### config.mk
export PLATFORM = sky130hd
export DESIGN_NAME = tpb_step
export DESIGN_NICKNAME = d
export VERILOG_FILES = /design/src/hw/rtl/tpb_pkg.sv /design/src/hw/rtl/tpb_step.sv
export SDC_FILE = /design/constraint.sdc
export NUM_CORES = 2
export LEC_CHECK = 0
export BUFFER_PORTS_ARGS = -buffer_cell sky130_fd_sc_hd__buf_4
export CORE_AREA = 2 2 318 320
export CTS_BUF_LIST = sky130_fd_sc_hd__clkbuf_4 sky130_fd_sc_hd__clkbuf_8
export DETAILED_ROUTE_END_ITERATION = 16
export DIE_AREA = 0 0 320 322
export PLACE_DENSITY = 0.68
export SYNTH_ARGS = -nofsm -noshare
export SYNTH_HDL_FRONTEND = slang
export SYNTH_SLANG_ARGS = --single-unit
### constraint.sdc
create_clock -name clk -period 14.11 [get_ports clk]
set_input_delay 2.822 -clock clk [delete_from_list [all_inputs] [get_ports clk]]
set_output_delay 2.822 -clock clk [all_outputs]
set_load 0.01 [all_outputs]
### src/hw/rtl/tpb_pkg.sv
// ----------------------------------------------------------------------------
// tpb_pkg
// Shared types and constants for the battery-compensated thrust-to-PWM core.
// ----------------------------------------------------------------------------
`default_nettype none

package tpb_pkg;

  localparam int unsigned NMOT   = 4;    // motors per beat
  localparam int unsigned CW     = 16;   // command width
  localparam int unsigned MVW    = 16;   // battery voltage width
  localparam int unsigned NW     = 11;   // pulse offset width
  localparam int unsigned RW     = 39;   // remainder width
  localparam int unsigned TW     = 26;   // clamped thrust width
  localparam int unsigned PW     = 12;   // pulse width field

  localparam logic [1:0]     ARM_ARMED   = 2'd2;
  localparam logic [MVW-1:0] VOLT_MIN    = 16'd1000;
  localparam logic [MVW-1:0] VOLT_SUBST  = 16'd11100;
  localparam logic [NW-1:0]  OFFSET_MAX  = 11'd1100;
  localparam logic [PW-1:0]  PWM_IDLE    = 12'd900;
  localparam logic [PW-1:0]  PWM_BASE    = 12'd1000;

  // Payload carried down the pipeline
  typedef struct packed {
    logic                      armed;
    logic [MVW-1:0]            mv;
    logic [NMOT-1:0][NW-1:0]   n;
    logic [NMOT-1:0][RW-1:0]   r;
  } pay_t;

endpackage

`default_nettype wire

### src/hw/rtl/tpb_step.sv
// ----------------------------------------------------------------------------
// tpb_step
// One search stage: tries to set one bit of each motor's pulse offset.
// Uses q(n+d) - q(n) = d*(6n + 3d + 4000), so only one multiply per lane.
// ----------------------------------------------------------------------------
`default_nettype none

module tpb_step #(
  parameter int unsigned BIT = 10
) (
  input  wire logic          clk,
  input  wire logic          en,
  input  wire tpb_pkg::pay_t pay_i,
  output tpb_pkg::pay_t      pay_o
);

  tpb_pkg::pay_t pay_r, pay_nxt;

  always_comb begin
    logic [13:0]              kf;
    logic [29:0]              prod;
    logic [39:0]              sh;
    logic [tpb_pkg::NW-1:0]   cand;
    pay_nxt = pay_i;
    for (int k = 0; k < tpb_pkg::NMOT; k++) begin
      kf   = 14'(pay_i.n[k]) * 14'd6 + 14'(3 << BIT) + 14'd4000;
      prod = 30'(pay_i.mv) * 30'(kf);
      sh   = 40'(prod) << BIT;
      cand = pay_i.n[k] | tpb_pkg::NW'(1 << BIT);
      if ((cand <= tpb_pkg::OFFSET_MAX) && ({1'b0, pay_i.r[k]} >= sh)) begin
        pay_nxt.n[k] = cand;
        pay_nxt.r[k] = pay_i.r[k] - sh[tpb_pkg::RW-1:0];
      end
    end
  end

  always_ff @(posedge clk) begin
    if (en) pay_r <= pay_nxt;
  end

  assign pay_o = pay_r;

endmodule

`default_nettype wire

; ---- After elaboration in Yosys (flattened, before gate mapping)
; Cells that the tools add are included.
[word_totals]
word_cells = 50
regBits = 217
output_inout_bits = 217
[op_classes]
add_sub_neg = 12
multipliers = 8
n_reduce_logical = 4
muxes = 4
n_lt_le_gt_ge = 8
[ops]
columns = cell, n
row1 = $ge 39x40->1, 4
row2 = $mux 39, 4
row3 = $sub 39x39->39, 4
row4 = $mul 16x14->30, 4
row5 = $add 14x12->14 const B, 8
row6 = $mul 11x2->13 const B, 4
row7 = $le 11x11->1 const B, 4
row8 = $logic_and 1x1->1, 4

; ---- Depth between registers and ports, before layout
[logic_depth]
depth_word = 7
mapped_depth = 42

; ---- Least setup slack after synthesis
; OpenSTA, ideal clock, no wires.
[synth_path]
kind = in2reg
from = input pay_i[156] (netlist bit)
to = register pay_r (netlist bit pay_o[32]), data pin
path_slack_ns = 1.867
arrival_time_ns = 11.983
cell_stages = 40
t_required_ns = 13.850
n_path_buf = 3
path_cell_list = ha_1 -> fa_1 -> a21oi_1 -> o21bai_1 -> a21oi_1 -> o21ai_0 -> nand3_1 -> or3b_2 -> clkbuf_1 -> a221oi_1 -> a2bb2oi_1 -> o211ai_1 -> fa_1 -> fa_1 -> inv_1 -> fa_1 -> fa_1 -> inv_1 -> (+4 left out) -> nand3_1 -> and4bb_2 -> and4bb_2 -> or2_2 -> nor2b_1 -> o21ai_0 -> nand2b_1 -> xnor2_1 -> ha_1 -> nand4_1 -> nor3_1 -> nand4b_1 -> nor4_1 -> nor4_1 -> nor4_2 -> buf_4 -> buf_4 -> mux2_2
[synth_lines]
columns = item, line
row1 = start: declaration, tpb_step.sv:13  ; input wire tpb_pkg::pay_t pay_i,
row2 = end signal: assignment, tpb_step.sv:38  ; if (en) pay_r <= pay_nxt;
row3 = end: declaration, tpb_step.sv:17  ; tpb_pkg::pay_t pay_r, pay_nxt;

==> qor.yml <==
hold_viol: 0
postCtsSetupBuffers: 0
setup_ws_ns: 1.232
min_path_type: "in -> reg"
place_ws_ns: 0.6224
core-area_mm2: 0.09957
num_rows: 116
synth_edf_count: 217
htreeDepth: 2
period_share: 0.9127
dr.pass1.iters: 5
wl_per_cell_um: 18.67
cp.arrival_ns: 13.31
largest_register_ffs: 217
cts_root_buffer: "clkbuf_8"
via_per_inst: 5.382
syn_to_final_growth_pct: 12.79
fin_setup_tns_ns: 0
crit_type: "in -> reg"
die_h_um: 322
place_hpwl_um: 94970
hp-start: "pay_i[7]"
fillers: 9312
routabilityCongestion: 0.9371
cp_slowest_cell: "a311oi_1"
die_area_mm2: 0.1030
setup_viol: 0
cts_made_buffers: 42
outcome: "finished clean"
period_minus_slack_ns: 12.88
max_freq_mhz: 77.65
io_buffers: 435
cts_tree: "done"
via_count: 35097
ant_nets: 0
worstSetupEndpointType: "flip-flop"
io_pins: 436
grt_usage: 0.2395
layout_commonest_cell: "inv_1"
crit_start: "pay_i[167]"
required_ns: 14.54
max_stage_delay_ns: 0.66
path_max_fanout: 20
grt_pass1_wl_um: 196900
maxCapViolations: 0
tightest_slew_ns: 1.022
yosysSeqAreaShare: 0.1467
final-seq-area_mm2: 0.006516
synth_cells: 4819
syn-num-nets: 6242
crit_path_start_kind: "input pin"
grt_pass1_vias: 36570
rsz0062_at_grt: "no"
grt_overflow: 0
hold_path_depth: 1
grt_max_degree: 105
grt_antenna_before_repair: 2
final_cell_mix: "inv_1 (794), nand2_1 (660), fa_1 (620)"
netlist_area_mm2: 0.04443
syn_area_per_cell_um2: 9.220
cts_resized: 0
synth_cell_type_count: 89
die_w_um: 320
drt_iter0_drc: 1820
async_reset_ff_frac: 0
path_common_cell: "fa_1"
cts.sinks: 217
yosys_warnings: 0
multi_input_area_mm2: 0.03429
slew_viol_final: 0
routed_wl_um: 121800
synth-main-ff-cell: "edfxtp_1"
cts-hold-fix-buffers: 0
synth-seq-cells: 217
cts.reportedPaths.clkPinSlew_ns: 0.06
initial_core_util: 0.4462
slew_headroom: 0.3145
drive_above_1_share: 0.1383
drc: 0
clockBufferDepth: 3
fin_nets: 6614
==> cells in the mapped netlist, types with 9 or more instances <==
master | instances | share of area
a2111o_1 | 9 | 0.0023
a2111oi_0 | 9 | 0.0018
a211o_1 | 10 | 0.0020
a211oi_1 | 26 | 0.0044
a21o_1 | 84 | 0.014
a21oi_1 | 172 | 0.019
a31o_2 | 12 | 0.0024
a31oi_1 | 19 | 0.0027
and2_1 | 197 | 0.028
and3_1 | 18 | 0.0025
buf_2 | 16 | 0.0018
clkbuf_1 | 133 | 0.011
edfxtp_1 | 217 | 0.15
fa_1 | 620 | 0.28
ha_1 | 584 | 0.16
inv_1 | 794 | 0.067
mux2_2 | 88 | 0.022
mux2i_1 | 13 | 0.0029
nand2_1 | 660 | 0.056
nand2b_1 | 62 | 0.0087
nand3_1 | 46 | 0.0052
nand4_1 | 22 | 0.0031
nor2_1 | 212 | 0.018
nor2b_1 | 42 | 0.0059
nor3_1 | 68 | 0.0077
nor3_2 | 11 | 0.0025
nor3b_1 | 12 | 0.0020
nor4_1 | 21 | 0.0030
o211ai_1 | 27 | 0.0046
o21a_1 | 35 | 0.0059
o21ai_0 | 85 | 0.0096
o21bai_1 | 33 | 0.0056
o31a_1 | 9 | 0.0018
o31ai_1 | 19 | 0.0032
or2_2 | 17 | 0.0024
or3_1 | 35 | 0.0049
xnor2_1 | 121 | 0.024
xor2_1 | 101 | 0.020
==> critical path, delay by kind of cell <==
kind / cells / cell delay (ns)
compound gates: 20 / 5.07
fa+ha+maj: 10 / 4.00
buf+inv: 4 / 0.56
mux: 1 / 0.31
simple gates: 1 / 0.30
xor+xnor: 1 / 0.23
==> logic make-up after synthesis <==
kind of cell    synth area share
simple gates              0.1568
mux                      0.02523
flops                     0.1467
xor+xnor                 0.04376
fa+ha+maj                 0.4438
compound gates            0.1006
buf+inv                  0.08316
==> metal layers <==
layer  global-route usage  vias up  part of all wire
li1                     -    16519                 -
met1               0.3234    17440              0.45
met2               0.3989      979              0.46
met3              0.03854      159             0.059
met4              0.06541        0             0.028
met5                    0        -                 0
==> area by class of cell <==
class | count | share of cell area
clock inverters | 27 | 0.006167
clock buffers | 48 | 0.01243
well taps | 1298 | 0.03241
diodes | 1 | 0.00004994
multi-input cells | 3631 | 0.6843
inverters | 806 | 0.06037
flip-flops and latches | 217 | 0.1300
repair buffers | 493 | 0.07426
==> per-stage QoR <==
step,std cells,cell area [µm²],utilization,hold WS [ns]
after floorplan,4819,44430,-,2.921
after global placement,6445,49180,0.4939,3.001
after detailed placement,6445,49180,0.4939,3.003
after CTS,6520,50110,0.5033,2.233
after global routing,6521,50110,0.5033,2.258
final,6521,50110,0.5033,2.315
==> final timing paths <==
path,endpoint,slack (ns)
hold / removal,pay_o[7],2.31
setup / recovery,pay_o[75],1.23
Power is not shown: default switching activity piles up to over one toggle a cycle in this logic, so the estimate is an artifact.
