--- src/hw/rtl/tpb_pkg.sv ---
// ----------------------------------------------------------------------------
// tpb_pkg
// Shared types and constants for the battery-compensated thrust-to-PWM core.
// ----------------------------------------------------------------------------
`default_nettype none

package tpb_pkg;

  localparam int unsigned NMOT   = 4;    // motors per beat
  localparam int unsigned CW     = 16;   // command width
  localparam int unsigned MVW    = 16;   // battery voltage width
  localparam int unsigned NW     = 11;   // pulse offset width
  localparam int unsigned RW     = 39;   // remainder width
  localparam int unsigned TW     = 26;   // clamped thrust width
  localparam int unsigned PW     = 12;   // pulse width field

  localparam logic [1:0]     ARM_ARMED   = 2'd2;
  localparam logic [MVW-1:0] VOLT_MIN    = 16'd1000;
  localparam logic [MVW-1:0] VOLT_SUBST  = 16'd11100;
  localparam logic [NW-1:0]  OFFSET_MAX  = 11'd1100;
  localparam logic [PW-1:0]  PWM_IDLE    = 12'd900;
  localparam logic [PW-1:0]  PWM_BASE    = 12'd1000;

  // Payload carried down the pipeline
  typedef struct packed {
    logic                      armed;
    logic [MVW-1:0]            mv;
    logic [NMOT-1:0][NW-1:0]   n;
    logic [NMOT-1:0][RW-1:0]   r;
  } pay_t;

endpackage

`default_nettype wire

--- src/hw/rtl/tpb_front.sv ---
// ----------------------------------------------------------------------------
// tpb_front
// Two front stages: thrust and voltage conditioning, then scaling of the
// thrust into the starting remainder of the offset search.
// ----------------------------------------------------------------------------
`default_nettype none

module tpb_front (
  input  wire logic                                 clk,
  input  wire logic                                 en0,
  input  wire logic                                 en1,
  input  wire logic [1:0]                           arm_state,
  input  wire logic [tpb_pkg::NMOT-1:0][tpb_pkg::CW-1:0] cmd,
  input  wire logic [tpb_pkg::MVW-1:0]              battery_mv,
  output tpb_pkg::pay_t                             pay_o
);

  tpb_pkg::pay_t s0_r, s0_nxt;
  tpb_pkg::pay_t s1_r, s1_nxt;

  // Stage 0: T = 1000*cmd + hover term, clamped at zero; voltage below VOLT_MIN becomes VOLT_SUBST
  always_comb begin
    logic signed [26:0] ts;
    s0_nxt       = '0;
    s0_nxt.armed = (arm_state == tpb_pkg::ARM_ARMED);
    s0_nxt.mv    = (battery_mv < tpb_pkg::VOLT_MIN) ? tpb_pkg::VOLT_SUBST : battery_mv;
    for (int k = 0; k < tpb_pkg::NMOT; k++) begin
      ts = $signed({{11{cmd[k][15]}}, cmd[k]}) * 27'sd1000 + 27'sd1668352;
      s0_nxt.r[k] = ts[26] ? '0 : tpb_pkg::RW'(ts[25:0]);
    end
  end

  // Stage 1: remainder = floor(T * 10^7 / 1024)
  always_comb begin
    logic [49:0] prod;
    s1_nxt = s0_r;
    for (int k = 0; k < tpb_pkg::NMOT; k++) begin
      prod = 50'(s0_r.r[k][tpb_pkg::TW-1:0]) * 50'd10000000;
      s1_nxt.r[k] = prod[48:10];
      s1_nxt.n[k] = '0;
    end
  end

  always_ff @(posedge clk) begin
    if (en0) s0_r <= s0_nxt;
    if (en1) s1_r <= s1_nxt;
  end

  assign pay_o = s1_r;

endmodule

`default_nettype wire

--- config.mk ---
export PLATFORM = sky130hd
export DESIGN_NAME = tpb_front
export DESIGN_NICKNAME = d
export VERILOG_FILES = /design/src/hw/rtl/tpb_pkg.sv /design/src/hw/rtl/tpb_front.sv
export SDC_FILE = /design/constraint.sdc
export NUM_CORES = 2
export LEC_CHECK = 0
export BUFFER_PORTS_ARGS = -buffer_cell sky130_fd_sc_hd__buf_2
export CORE_UTILIZATION = 40
export CTS_CLUSTER_DIAMETER = 150
export DETAILED_ROUTE_END_ITERATION = 16
export PLACE_DENSITY = 0.68
export SETUP_SLACK_MARGIN = 0.4
export SLEW_MARGIN = 5
export SYNTH_ARGS = -nofsm -noshare
export SYNTH_HDL_FRONTEND = slang
export SYNTH_SLANG_ARGS = --single-unit
--- constraint.sdc ---
create_clock -name clk -period 11.3 [get_ports clk]
set_input_delay 2.26 -clock clk [delete_from_list [all_inputs] [get_ports clk]]
set_output_delay 2.26 -clock clk [all_outputs]
set_load 0.03 [all_outputs]
# [Word level (Yosys, flattened, before mapping)]
# Index checks and enable logic that the tools add are counted.
[word_totals] reg_bits=294 latchBits=0 ramBits=0 mem_bits_ro=0 inputBits=85 n_memories=0
[op_classes] add_sub_neg=4 multipliers=8 n_div=0 magnitude_cmp=1 eq_ne=1 shifts=0 n_mux=0 bitwise=0 n_reduce_logical=0
[ops] op="$mul 26x17->42 const B" count=4
[ops] op="$add 27x22->27 const B" count=4
[ops] op="$mul 16x8->24 const B" count=4
[ops] op="$lt 16x10->1 const B" count=1
[ops] op="$eq 2x2->1 const B" count=1

# [Depth between registers and ports, before layout]
[depth] depth_word=2 mapped_depth=22

# [Worst setup path after synthesis]
# Ideal clock, no wire load.
[synth_path] path_kind="input to register" from="input port cmd[6] (netlist name)" to="register s0_r[16] (netlist name), data pin" setup_time_ns=0.271 arrival_ns=7.043 required_ns=11.029 setup_slack_ns=3.987 cell_stages=21 path_buffers=2 cell_sequence="inv_1 -> fa_1 -> fa_1 -> inv_1 -> fa_1 -> inv_1 -> fa_1 -> inv_1 -> ha_1 -> buf_2 -> or3_1 -> a31oi_1 -> a2111oi_1 -> o41ai_2 -> xnor2_1 -> o21a_1 -> and3_1 -> nand3_1 -> xnor2_1 -> buf_2 -> a21oi_1"
[synth_between] elab_chain_len=2
[synth_lines] element="from (decl)" line="tpb_front.sv:13" text="input wire logic [tpb_pkg::NMOT-1:0][tpb_pkg::CW-1:0] cmd,"
[synth_lines] element="$mul 16x8->24" line="tpb_front.sv:28" text="ts = $signed({{11{cmd[k][15]}}, cmd[k]}) * 27'sd1000 + 27'sd1668352;"
[synth_lines] element="$add 27x22->27" line="tpb_front.sv:28"
[synth_lines] element="to (signal assigned)" line="tpb_front.sv:45" text="if (en0) s0_r <= s0_nxt;"
[synth_lines] element="to (decl)" line="tpb_front.sv:18" text="tpb_pkg::pay_t s0_r, s0_nxt;"
# No other way between the ends.
# A chain may end at the register's enable or synchronous reset.

# [Worst setup path in the final report]
[layout_path] from="input port cmd[22] (netlist name)" to="register s0_r[54] (netlist name), data pin"
# The elaborated chain is that of the path after synthesis.

==> results.md <==
- Status: complete, no violations
- Distinct cells, synth: between 90 and 100
- Fmax: 131 MHz
- Clk Latency, worst-skew pair: 0.60 ns
- # setup viols final: 0
- Number of synthesized flops with an enable pin: roughly 280
- Avg Inst Size Synth: around 9.9 um2
- Most common cell after layout, fill and taps aside: inv_1
- Area Overhead vs Synth: 8.62%
- Synth Instances: around 5100
- Vias in the first global route: 35700
- Routed WL: 108 mm
- Startpoint types: input port
- DP HPWL: around 94 mm
- Core Region: 0.126 mm2
- Number of I/O port buffers: 257
- Drc violations: 0
- Share of layout cells above drive strength 1: 0.0705
- CTS Buf Count: 39
- Most frequent cells in the layout: inv_1, ha_1, fa_1, edfxtp_1, buf_2
- Yosys reg bits: roughly 280
- Slowest-stage cell, CP: xnor2_2
- CTS tree: yes
- Largest net degree at the start of global routing: 70
- All-Layer GR Usage: 0.172
- MaxCap Viol Count: 0
- Initial drt markers: approximately 1400
- FFs w/ async S/R, synth: 0
- Full die area: between 0.1 and 0.15 mm2
- Antenna violations before repair: 13
- GRT overflow: 0
- Critical path data arrival time: ~8 ns
- Clock Sinks: 282
- CP Class: input port to register
- TNS Setup: 0 ns
- Prevailing post-synth register cell: edfxtp_1
- Hold WC Path Type: register to register
- Die W: 358 um
- CTS Buffer Depth: 3
- Fin crit period: about 7.6 ns
- Max incr delay on CP: a little over 0.7 ns
- RSZ-0062 raised after global routing: no
- Critical path peak fanout: 22
- Clock transition at path regs: roughly 0.06 ns
- Post-CTS setup buffer count: 0
- Kind of end point of the critical path: register
- Nets: 7170
- Max Slew Vio Count: 0
- DR vias: roughly 34000
- Yosys warns: 0
- Req. time, crit path: 11.64 ns
- Root buffer cell: clkbuf_16
- Crit-path cells: buf_2 -> inv_1 -> fa_1 -> fa_1 -> inv_1 -> fa_1 -> inv_1 -> fa_1 -> inv_1 -> ha_1 -> nor3_1 -> o21ai_0 -> o2111ai_1 -> a31oi_1 -> a2111oi_0 -> a211oi_1 -> nor3_1 -> nand3b_2 -> xnor2_2 -> and3b_1
- Critical path buffers and inverters: 5
- Sequential area share after synthesis: 0.167
- Final worst-path cycle share: 0.673
- Initial Util: 0.404
- Worst slack, placed: slightly above 3 ns
- DR WL/cell: roughly 15 um
- First-pass GRT wire length: around 180 mm
- Die height: 358 um
- Top-level I/O count: 302
- Clk_skew: 0.0308 ns
- Worst-Margin Slew: a little over 0.9 ns
- Drt pass-1 iters: 5
- Rows: 130
- Final worst slack: around 3.7 ns
- # resized after CTS: 0
- Via-to-Cell Ratio: 4.84
- Relative slew slack: 0.388
- Antenna-violating nets left: 0
- Post-CTS Hold Fix Bufs: 0
- Mapped cell area: approximately 0.051 mm2
- Crit-path leading delay family: adder cells
- RePlAce Congestion: a little over 0.9
- Final Hold Viols: 0
- CTS HTree Levels: 2
cell type report:
| cell class | instances | area [um2] |
|---|---|---|
| Sequential cell | 282 | 8470 |
| Multi-Input combinational cell | 3246 | 36100 |
| Antenna cell | 6 | 15.0 |
| Inverter | 1554 | 5830 |
| Timing Repair Buffer | 266 | 1370 |
| Tap cell | 1650 | 2060 |
| Clock inverter | 25 | 270 |
| Clock buffer | 46 | 1000 |
| Fill cell | 12000 | 70600 |
cell usage after synthesis, types with 27 or more instances:
cell      number  area share
o21ai_0       96      0.0095
nand3_1       50      0.0049
inv_1       1554        0.11
nor3_1        39      0.0038
nor2_1       178       0.013
xor2_1        79       0.014
fa_1         672        0.26
nor2b_1       46      0.0057
xnor2_1      162       0.028
nand2b_1      27      0.0033
a21o_1       105       0.016
edfxtp_1     282        0.17
nand2_1      119      0.0088
ha_1        1024        0.25
a21oi_1      172       0.017
o21bai_1      28      0.0041
buf_4         46      0.0068
o21a_1        36      0.0053
metal layers:
layer | vias up | wire (um) | GRT usage
met5 | - | 60 | 0
met4 | 10 | 2090 | 0.0385
met3 | 117 | 4730 | 0.0240
met2 | 518 | 51600 | 0.292
met1 | 16800 | 50000 | 0.231
li1 | 16900 | - | -
cell families after synthesis:
group / Yosys count / share of synthesized area
xor gates and xnor gates: 243 / 0.0422
muxes: 2 / 0.000419
buffers and inverters: 1635 / 0.125
AOI/OAI and AO/OA: 663 / 0.0896
and+or+nand+nor: 598 / 0.0591
other: 1 / 0.0000738
adders and majority gates: 1696 / 0.517
DFF: 282 / 0.167
registers in the layout (all words and copies together) (netlist names):
name	cells
pay_o	173
s0_r	109
stage by stage:
stage | instance area [um2] | cells | util | hold slack, ns
after floorplan | 50900 | 5163 | - | 0.400
after global placement | 53900 | 6998 | 0.428 | 0.401
after CTS | 55100 | 7069 | 0.439 | 0.417
after detailed placement | 53900 | 6998 | 0.428 | 0.405
after global routing | 55200 | 7072 | 0.439 | 0.427
final | 55200 | 7075 | 0.439 | 0.417
path summary, 6_finish.rpt:
check	start	end	slack, ns	cells after the start
max	cmd[22]	s0_r[54]$_SDFFCE_PP0P_	3.69	20
min reg2reg	s0_r[201]$_SDFFCE_PN0P_	pay_o[201]$_DFFE_PP_	0.42	0
min	s0_r[201]$_SDFFCE_PN0P_	pay_o[201]$_DFFE_PP_	0.42	0
max reg2reg	s0_r[134]$_SDFFCE_PP0P_	pay_o[154]$_DFFE_PP_	4.79	19
Power is left out: the tool's default activity adds up to more than one toggle a clock period on the data nets, which glitch-free logic cannot reach.
